`config.mk`:
```
export PLATFORM = sky130hd
export DESIGN_NAME = brake_sensor_average_check
export DESIGN_NICKNAME = d
export VERILOG_FILES = /design/src/hdl/bsac_pkg.sv /design/src/hdl/bsac_front.sv /design/src/hdl/bsac_queue.sv /design/src/hdl/bsac_back.sv /design/src/hdl/brake_sensor_average_check.sv
export SDC_FILE = /design/constraint.sdc
export NUM_CORES = 2
export LEC_CHECK = 0
export BUFFER_PORTS_ARGS = -buffer_cell sky130_fd_sc_hd__buf_2
export CORE_MARGIN = 8
export CORE_UTILIZATION = 55
export CTS_CLUSTER_SIZE = 24
export DETAILED_ROUTE_END_ITERATION = 7
export PLACE_DENSITY = 0.71
export SLEW_MARGIN = 25
export SYNTH_ARGS = -nofsm -noshare
export SYNTH_HDL_FRONTEND = slang
export SYNTH_SLANG_ARGS = --single-unit
```
`constraint.sdc`:
```
create_clock -name clock -period 10.4 [get_ports clock]
set_clock_uncertainty 0.15 [all_clocks]
set_input_delay 1.56 -clock clock [delete_from_list [all_inputs] [get_ports clock]]
set_output_delay 1.56 -clock clock [all_outputs]
set_load 0.03 [all_outputs]
```
`src/hdl/bsac_pkg.sv`:
```
// Shared types and constants for the brake sensor average check.
package bsac_pkg;

   localparam int SAMPLE_W    = 12;
   localparam int SUM_W       = 16;
   localparam int LEVEL_W     = 10;
   localparam int CAL_W       = 12;
   localparam int WINDOW_DEF  = 10;
   localparam int QUEUE_DEPTH = 2;

   // Numerator of the level division: (avg - low) * 1000 stays below 2**22.
   localparam int NUM_W = 22;

   localparam logic [SAMPLE_W-1:0] ADC_FULL    = 12'd4095;
   localparam logic [LEVEL_W-1:0]  LEVEL_FULL  = 10'd1000;
   localparam logic [LEVEL_W-1:0]  LEVEL_FLOOR = 10'd50;

   localparam logic [CAL_W-1:0] LOW_CAL_RST  = 12'd350;
   localparam logic [CAL_W-1:0] HIGH_CAL_RST = 12'd3000;

   localparam int CSR_IDX_W  = 1;
   localparam int CSR_DATA_W = CAL_W;
   localparam logic [CSR_IDX_W-1:0] CSR_LOW_CAL  = 1'd0;
   localparam logic [CSR_IDX_W-1:0] CSR_HIGH_CAL = 1'd1;

   typedef struct packed {
      logic [SAMPLE_W-1:0] sample_ch1;
      logic [SAMPLE_W-1:0] sample_ch2;
   } req_type;

   typedef struct packed {
      logic [SAMPLE_W-1:0] avg_ch1;
      logic [SAMPLE_W-1:0] avg_ch2;
      logic [LEVEL_W-1:0]  brake_level;
      logic                fault;
   } rsp_type;

   typedef struct packed {
      logic [SAMPLE_W-1:0] avg_ch1;
      logic [SAMPLE_W-1:0] avg_ch2;
   } avg_pair_type;

   typedef struct packed {
      logic [CAL_W-1:0] low;
      logic [CAL_W-1:0] high;
   } cal_type;

   typedef struct packed {
      logic         valid;
      avg_pair_type data;
   } queue_port_type;

endpackage

```
`src/hdl/bsac_front.sv`:
```
// Front end: sliding windows, running sums and the averages handed to the queue.
module bsac_front #(
   parameter int WINDOW = bsac_pkg::WINDOW_DEF
) (
   input  logic                    clock,
   input  logic                    reset,
   input  logic                    req_valid,
   output logic                    req_stall,
   input  bsac_pkg::req_type       req,
   output bsac_pkg::queue_port_type push,
   input  logic                    q_full
);

   localparam int SW     = bsac_pkg::SAMPLE_W;
   localparam int UW     = bsac_pkg::SUM_W;
   localparam int SHIFT  = UW + $clog2(WINDOW);
   localparam int RECIP_W = UW + 2;
   // Rounded-up reciprocal; exact floor for every sum below 2**SUM_W.
   localparam logic [RECIP_W-1:0] RECIP = RECIP_W'(((1 << SHIFT) + WINDOW - 1) / WINDOW);
   localparam int PROD_W = UW + RECIP_W;

   logic [SW-1:0] win1_ff [WINDOW];
   logic [SW-1:0] win2_ff [WINDOW];
   logic [UW-1:0] sum1_ff, sum1_in;
   logic [UW-1:0] sum2_ff, sum2_in;
   logic          primed_ff, primed_in;
   logic          pend_ff, pend_in;
   logic          accept;
   logic [PROD_W-1:0] prod1, prod2;

   assign req_stall = pend_ff & q_full;
   assign accept    = req_valid & ~req_stall;

   always_comb begin
      if (primed_ff) begin
         sum1_in = sum1_ff - UW'(win1_ff[0]) + UW'(req.sample_ch1);
         sum2_in = sum2_ff - UW'(win2_ff[0]) + UW'(req.sample_ch2);
      end else begin
         sum1_in = UW'(req.sample_ch1) * UW'(WINDOW);
         sum2_in = UW'(req.sample_ch2) * UW'(WINDOW);
      end
      primed_in = primed_ff | accept;
      pend_in   = accept | (pend_ff & q_full);
   end

   always_ff @(posedge clock) begin
      if (reset) begin
         primed_ff <= 1'b0;
         pend_ff   <= 1'b0;
         sum1_ff   <= '0;
         sum2_ff   <= '0;
      end else begin
         primed_ff <= primed_in;
         pend_ff   <= pend_in;
         if (accept) begin
            sum1_ff <= sum1_in;
            sum2_ff <= sum2_in;
         end
      end
   end

   // The first beat after reset fills every entry of both windows.
   always_ff @(posedge clock) begin
      if (accept) begin
         for (int i = 0; i < WINDOW - 1; i++) begin
            win1_ff[i] <= primed_ff ? win1_ff[i+1] : req.sample_ch1;
            win2_ff[i] <= primed_ff ? win2_ff[i+1] : req.sample_ch2;
         end
         win1_ff[WINDOW-1] <= req.sample_ch1;
         win2_ff[WINDOW-1] <= req.sample_ch2;
      end
   end

   assign prod1 = PROD_W'(sum1_ff) * PROD_W'(RECIP);
   assign prod2 = PROD_W'(sum2_ff) * PROD_W'(RECIP);

   assign push.valid        = pend_ff & ~q_full;
   assign push.data.avg_ch1 = prod1[SHIFT +: SW];
   assign push.data.avg_ch2 = prod2[SHIFT +: SW];

endmodule

```
`src/hdl/bsac_queue.sv`:
```
// Short queue of average pairs between the front end and the level unit.
module bsac_queue (
   input  logic                     clock,
   input  logic                     reset,
   input  bsac_pkg::queue_port_type push,
   output logic                     full,
   input  logic                     pop,
   output bsac_pkg::queue_port_type head
);

   localparam int DEPTH = bsac_pkg::QUEUE_DEPTH;
   localparam int PTR_W = (DEPTH > 1) ? $clog2(DEPTH) : 1;
   localparam int CNT_W = $clog2(DEPTH + 1);
   localparam logic [PTR_W-1:0] LAST = PTR_W'(DEPTH - 1);

   bsac_pkg::avg_pair_type mem_ff [DEPTH];
   logic [PTR_W-1:0] wr_ff, wr_in;
   logic [PTR_W-1:0] rd_ff, rd_in;
   logic [CNT_W-1:0] cnt_ff, cnt_in;

   always_comb begin
      wr_in  = wr_ff;
      rd_in  = rd_ff;
      cnt_in = cnt_ff;
      if (push.valid) begin
         wr_in = (wr_ff == LAST) ? '0 : wr_ff + 1'b1;
      end
      if (pop) begin
         rd_in = (rd_ff == LAST) ? '0 : rd_ff + 1'b1;
      end
      if (push.valid && !pop) begin
         cnt_in = cnt_ff + 1'b1;
      end else if (pop && !push.valid) begin
         cnt_in = cnt_ff - 1'b1;
      end
   end

   always_ff @(posedge clock) begin
      if (reset) begin
         wr_ff  <= '0;
         rd_ff  <= '0;
         cnt_ff <= '0;
      end else begin
         wr_ff  <= wr_in;
         rd_ff  <= rd_in;
         cnt_ff <= cnt_in;
      end
   end

   always_ff @(posedge clock) begin
      if (push.valid) begin
         mem_ff[wr_ff] <= push.data;
      end
   end

   assign full       = (cnt_ff == CNT_W'(DEPTH));
   assign head.valid = (cnt_ff != '0);
   assign head.data  = mem_ff[rd_ff];

endmodule

```
`src/hdl/bsac_back.sv`:
```
// Level unit: fault check, calibration scaling with a bit-serial divider, result register.
module bsac_back (
   input  logic                     clock,
   input  logic                     reset,
   input  bsac_pkg::queue_port_type head,
   output logic                     pop,
   input  bsac_pkg::cal_type        cal,
   output logic                     rsp_valid,
   input  logic                     rsp_stall,
   output bsac_pkg::rsp_type        rsp
);

   localparam int SW  = bsac_pkg::SAMPLE_W;
   localparam int NW  = bsac_pkg::NUM_W;
   localparam int LW  = bsac_pkg::LEVEL_W;
   localparam int CW  = $clog2(NW);
   localparam logic [CW-1:0] LAST_STEP = CW'(NW - 1);

   typedef enum logic [3:0] {
      S_IDLE = 4'b0001,
      S_MUL  = 4'b0010,
      S_DIV  = 4'b0100,
      S_DONE = 4'b1000
   } state_type;

   state_type      state_ff, state_in;
   logic [SW-1:0]  avg1_ff, avg2_ff;
   logic           fault_ff;
   logic           zero_ff;
   logic [SW-1:0]  diff_ff;
   logic [SW-1:0]  den_ff;
   logic [NW-1:0]  num_ff, num_in;
   logic [SW-1:0]  rem_ff, rem_in;
   logic [CW-1:0]  cnt_ff;
   logic           rsp_valid_ff;
   bsac_pkg::rsp_type rsp_ff;
   logic           fault_now;
   logic           zero_now;
   logic [SW:0]    shifted;
   logic           ge;
   logic           load_out;
   logic [LW-1:0]  level;

   assign fault_now = (head.data.avg_ch2 == '0) || (head.data.avg_ch2 >= bsac_pkg::ADC_FULL);
   assign zero_now  = fault_now || (cal.high <= cal.low) || (head.data.avg_ch2 <= cal.low);

   // One restoring step: the next numerator bit enters the remainder, a quotient
   // bit enters at the bottom of the numerator register.
   assign shifted = {rem_ff, num_ff[NW-1]};
   assign ge      = (shifted >= {1'b0, den_ff});
   always_comb begin
      rem_in = ge ? SW'(shifted - {1'b0, den_ff}) : shifted[SW-1:0];
      num_in = {num_ff[NW-2:0], ge};
   end

   always_comb begin
      if (zero_ff) begin
         level = '0;
      end else if (num_ff > NW'(bsac_pkg::LEVEL_FULL)) begin
         level = bsac_pkg::LEVEL_FULL;
      end else if (num_ff < NW'(bsac_pkg::LEVEL_FLOOR)) begin
         level = '0;
      end else begin
         level = num_ff[LW-1:0];
      end
   end

   assign load_out = (state_ff == S_DONE) && (!rsp_valid_ff || !rsp_stall);
   assign pop      = (state_ff == S_IDLE) && head.valid;

   always_comb begin
      state_in = state_ff;
      unique case (state_ff)
         S_IDLE: if (head.valid) state_in = S_MUL;
         S_MUL:  state_in = zero_ff ? S_DONE : S_DIV;
         S_DIV:  if (cnt_ff == LAST_STEP) state_in = S_DONE;
         S_DONE: if (load_out) state_in = S_IDLE;
         default: state_in = S_IDLE;
      endcase
   end

   always_ff @(posedge clock) begin
      if (reset) begin
         state_ff     <= S_IDLE;
         rsp_valid_ff <= 1'b0;
      end else begin
         state_ff <= state_in;
         if (load_out) begin
            rsp_valid_ff <= 1'b1;
         end else if (!rsp_stall) begin
            rsp_valid_ff <= 1'b0;
         end
      end
   end

   always_ff @(posedge clock) begin
      if (pop) begin
         avg1_ff  <= head.data.avg_ch1;
         avg2_ff  <= head.data.avg_ch2;
         fault_ff <= fault_now;
         zero_ff  <= zero_now;
         diff_ff  <= head.data.avg_ch2 - cal.low;
         den_ff   <= cal.high - cal.low;
      end
      if (state_ff == S_MUL) begin
         num_ff <= NW'(diff_ff) * NW'(bsac_pkg::LEVEL_FULL);
         rem_ff <= '0;
         cnt_ff <= '0;
      end else if (state_ff == S_DIV) begin
         num_ff <= num_in;
         rem_ff <= rem_in;
         cnt_ff <= cnt_ff + 1'b1;
      end
      if (load_out) begin
         rsp_ff.avg_ch1     <= avg1_ff;
         rsp_ff.avg_ch2     <= avg2_ff;
         rsp_ff.brake_level <= level;
         rsp_ff.fault       <= fault_ff;
      end
   end

   assign rsp_valid = rsp_valid_ff;
   assign rsp       = rsp_ff;

endmodule

```
`src/hdl/brake_sensor_average_check.sv`:
```
// Top level of the brake sensor average and range-fault check.
//
//   channel   ports                          carries
//   request   req_valid, req_stall, req      one pair of 12-bit sensor samples
//   response  rsp_valid, rsp_stall, rsp      averages, brake level, fault bit
//   csr       csr_we, csr_index, csr_wdata   low and high channel-2 calibration
//
// The front end takes a sample beat every cycle while the queue has room.
// Each item passes through the level unit as pop, multiply, 22 divider steps and
// result load; a fault or a level forced to zero skips the divider steps.
// The one-bit-per-cycle divider sets the sustained rate.
// Reset is synchronous; the windows need no reset since the first beat fills them.
// A stalled response holds the level unit, and the queue then stalls the requests.
module brake_sensor_average_check #(
   parameter int WINDOW = bsac_pkg::WINDOW_DEF
) (
   input  logic                                clock,
   input  logic                                reset,
   input  logic                                req_valid,
   output logic                                req_stall,
   input  bsac_pkg::req_type                   req,
   output logic                                rsp_valid,
   input  logic                                rsp_stall,
   output bsac_pkg::rsp_type                   rsp,
   input  logic                                csr_we,
   input  logic [bsac_pkg::CSR_IDX_W-1:0]      csr_index,
   input  logic [bsac_pkg::CSR_DATA_W-1:0]     csr_wdata
);

   bsac_pkg::cal_type        cal_ff;
   bsac_pkg::queue_port_type push;
   bsac_pkg::queue_port_type head;
   logic                     q_full;
   logic                     pop;

   always_ff @(posedge clock) begin
      if (reset) begin
         cal_ff.low  <= bsac_pkg::LOW_CAL_RST;
         cal_ff.high <= bsac_pkg::HIGH_CAL_RST;
      end else if (csr_we) begin
         unique case (csr_index)
            bsac_pkg::CSR_LOW_CAL:  cal_ff.low  <= csr_wdata[bsac_pkg::CAL_W-1:0];
            bsac_pkg::CSR_HIGH_CAL: cal_ff.high <= csr_wdata[bsac_pkg::CAL_W-1:0];
            default: ;
         endcase
      end
   end

   bsac_front #(
      .WINDOW(WINDOW)
   ) u_front (
      .clock     (clock),
      .reset     (reset),
      .req_valid (req_valid),
      .req_stall (req_stall),
      .req       (req),
      .push      (push),
      .q_full    (q_full)
   );

   bsac_queue u_queue (
      .clock (clock),
      .reset (reset),
      .push  (push),
      .full  (q_full),
      .pop   (pop),
      .head  (head)
   );

   bsac_back u_back (
      .clock     (clock),
      .reset     (reset),
      .head      (head),
      .pop       (pop),
      .cal       (cal_ff),
      .rsp_valid (rsp_valid),
      .rsp_stall (rsp_stall),
      .rsp       (rsp)
   );

endmodule
```
==> flow_metrics.env <==
export IMPL_setup_viol=0
export IMPL_outcome="completed"
export IMPL_drtPass1Iterations=5
export IMPL_crit_arrival_ps=6610
export IMPL_grt_max_degree=145
export IMPL_yosysTopAreaCellShare_pct=35.8
export IMPL_grt_pass1_vias=21867
export IMPL_yosys_warnings=0
export IMPL_synth_edff_count=392
export IMPL_grt_util_all_layers_pct=20.6
export IMPL_worstHoldPathType="reg2reg"
export IMPL_cts_repair_resized=0
export IMPL_async_flop_share_pct=0
export IMPL_cp_cell_sequence="inv_1 -> ha_1 -> inv_1 -> ha_1 -> fa_1 -> fa_1 -> fa_1 -> inv_1 -> fa_1 -> inv_1 -> ha_1 -> nand3_1 -> nor4_1 -> o311ai_1 -> a31oi_1 -> o21ai_1 -> o21ai_1 -> a41o_1 -> a21oi_2 -> xnor2_1"
export IMPL_cp_slowest_cell="fa_1"
export IMPL_core_area_sq_um=59100
export IMPL_syn_inst=3076
export IMPL_cp_start_kind="flip-flop"
export IMPL_period_share_pct=61.7
export IMPL_cts_max_level=2
export IMPL_syn_avg_cell_area_sq_um=10.7
export IMPL_relSlewSlack_pct=33.6
export IMPL_cts_tree="done"
export IMPL_syn_area_sq_um=32900
export IMPL_critPathMaxStageDelay_ps=550
export IMPL_cts_setup_buffers=0
export IMPL_fillCellCount=4827
export IMPL_fin_util_pct=60.8
export IMPL_syn_to_final_growth_pct=9.18
export IMPL_drv_slew=0
export IMPL_insertion_delay_ps=600
export IMPL_grt_pass1_wl_um=113000
export IMPL_initial_utilization_pct=55.6
export IMPL_setup_tns_ps=0
export IMPL_synth_most_common_cell="nand2_1"
export IMPL_path_max_fanout=7
export IMPL_holdWs_ps=265
export IMPL_synth_common_cells="568 x nand2_1, 517 x inv_1, 406 x ha_1"
export IMPL_fp_dieW_um=261
export IMPL_hpwl_um=52800
export IMPL_max_freq_mhz=156
export IMPL_io_buffer_count=78
export IMPL_endpoint_kind="flip-flop"
export IMPL_viasPerCell=5.37
export IMPL_wirelength_um=68300
export IMPL_drt_iter0_drc=1187
export IMPL_drive_gt1_share_pct=7.12
export IMPL_route_vias_total=21348
export IMPL_ant_nets=0
export IMPL_syn_num_nets=3749
export IMPL_hold_viol_final=0
export IMPL_synthFlopType="edfxtp_1"
export IMPL_wl_per_cell_um=17.2
export IMPL_clkSlewWorstSetupHoldPaths_ps=70
export IMPL_synth_area_leader_cell="edfxtp_1"
export IMPL_crit_required_ps=10590
export IMPL_min_period_ps=6420
export IMPL_routabilityCongestion=0.898
export IMPL_antenna_found_initial=3
export IMPL_grt_overflow=0
export IMPL_synth_area_top_cells="edfxtp_1 36%, ha_1 15%, fa_1 14%"
export IMPL_die_h_um=261
export IMPL_rsz0062_at_grt="false"
export IMPL_drc=0
export IMPL_ys_ff_latch=480
export IMPL_rows=89
export IMPL_cts_buffers=51
export IMPL_nNetsFinal=3832
export IMPL_yosysUniqueCellTypes=76
export IMPL_worst_slew_pin_slew_ps=996
export IMPL_path_class="reg2reg"
export IMPL_root_buffer="clkbuf_16"
export IMPL_cts_sinks=480
export IMPL_io_pins=79
export IMPL_cts_max_path_buffers=3
export IMPL_cts_hold_buf=0
export IMPL_max_cap_viol_count=0
export IMPL_ys_seq_area_share_pct=41.1
export IMPL_die_area_sq_um=67900
## state kept, by name (all words and copies together), names as in the netlist, 2 cells and up, named ones only
name	count
u_back.num_ff	22
u_back.diff_ff	12
cal_ff	24
u_back.cnt_ff	5
u_queue.cnt_ff	2
u_front.win2_ff	120
u_queue.mem_ff	48
u_back.rem_ff	12
u_back.avg2_ff	12
u_front.sum2_ff	16
u_back.rsp	35
u_front.sum1_ff	16
u_back.avg1_ff	12
u_back.state_ff	4
u_back.den_ff	12
u_front.win1_ff	120
## cell usage in the layout (no fill, tap or decap), types with 12 or more instances in the layout
cell type	n
ha_1	406
fa_1	225
a21o_1	35
xor2_1	46
mux2i_1	20
edfxtp_1	392
a22o_1	23
buf_2	78
o21ai_1	13
o21ai_0	53
buf_4	14
nor3_1	37
nor2_1	114
nand4_1	12
nand2_1	567
mux2_2	18
nand3_1	29
a21oi_1	101
dfxtp_1	87
xnor2_1	71
clkbuf_16	51
inv_1	515
o21a_1	12
a211oi_1	31
nor2b_1	18
## critical path, delay by kind of cell, from the launching register on
family	cells	cell delay [ps]
adder cells (fa/ha/maj)	7	3030
AO/OA/AOI/OAI	6	1440
AND/OR/NAND/NOR	2	530
flip-flops	1	490
buffers and inverters	4	390
XOR/XNOR	1	140
## area by class of cell
| type | instances | area, sq um | share of cell area, % |
|---|---|---|---|
| Timing Repair Buffer | 93 | 507 | 1.41 |
| Clock buffer | 56 | 1310 | 3.63 |
| Antenna cell | 3 | 7.51 | 0.0209 |
| Multi-Input combinational cell | 2016 | 17200 | 47.9 |
| Tap cell | 773 | 967 | 2.69 |
| Clock inverter | 40 | 433 | 1.21 |
| Sequential cell | 480 | 13500 | 37.7 |
| Inverter | 517 | 1950 | 5.43 |
## path summary, 6_finish.rpt
path                                     startpoint               endpoint  slack, ps  cells after the start
worst min-delay path              u_back.avg2_ff[3]         u_back.rsp[14]        260                      0
worst min register to register    u_back.avg2_ff[3]         u_back.rsp[14]        260                      0
worst max register to register  u_front.sum2_ff[14]  u_queue.mem_ff[0][10]       3980                     20
worst max-delay path            u_front.sum2_ff[14]  u_queue.mem_ff[0][10]       3980                     20
## per-stage QoR
step                      cell area (sq um)  worst slack, ps  std cells
after global routing                  35900             3590       3975
after CTS                             35900             4020       3975
after global placement                34200             4180       3879
after floorplan                       32900              881       3076
after detailed placement              34200             4060       3879
final                                 35900             3980       3978
## layer usage
metal / vias up / wire, um / share of wire, % / GRT usage (%)
met5: - / 0 / 0 / 0
met4: 0 / 1310 / 1.9 / 4.89
met3: 92 / 3000 / 4.4 / 2.78
met2: 414 / 33100 / 48 / 35.1
met1: 10345 / 30900 / 45 / 27.8
li1: 10497 / - / - / -
## logic make-up (layout without fill, tap and decap cells)
logic type | count (synthesis) | after routing | synth area share (%)
other | 0 | 3 | 0
adder cells (fa/ha/maj) | 631 | 631 | 29.1
buffers and inverters | 580 | 706 | 6.64
AND/OR/NAND/NOR | 859 | 859 | 11.0
AO/OA/AOI/OAI | 371 | 371 | 7.73
multiplexers | 38 | 38 | 1.22
XOR/XNOR | 117 | 117 | 3.11
flip-flops | 480 | 480 | 41.1
Power is not shown: default switching activity piles up to over one toggle a cycle in this logic, so the estimate is an artifact.
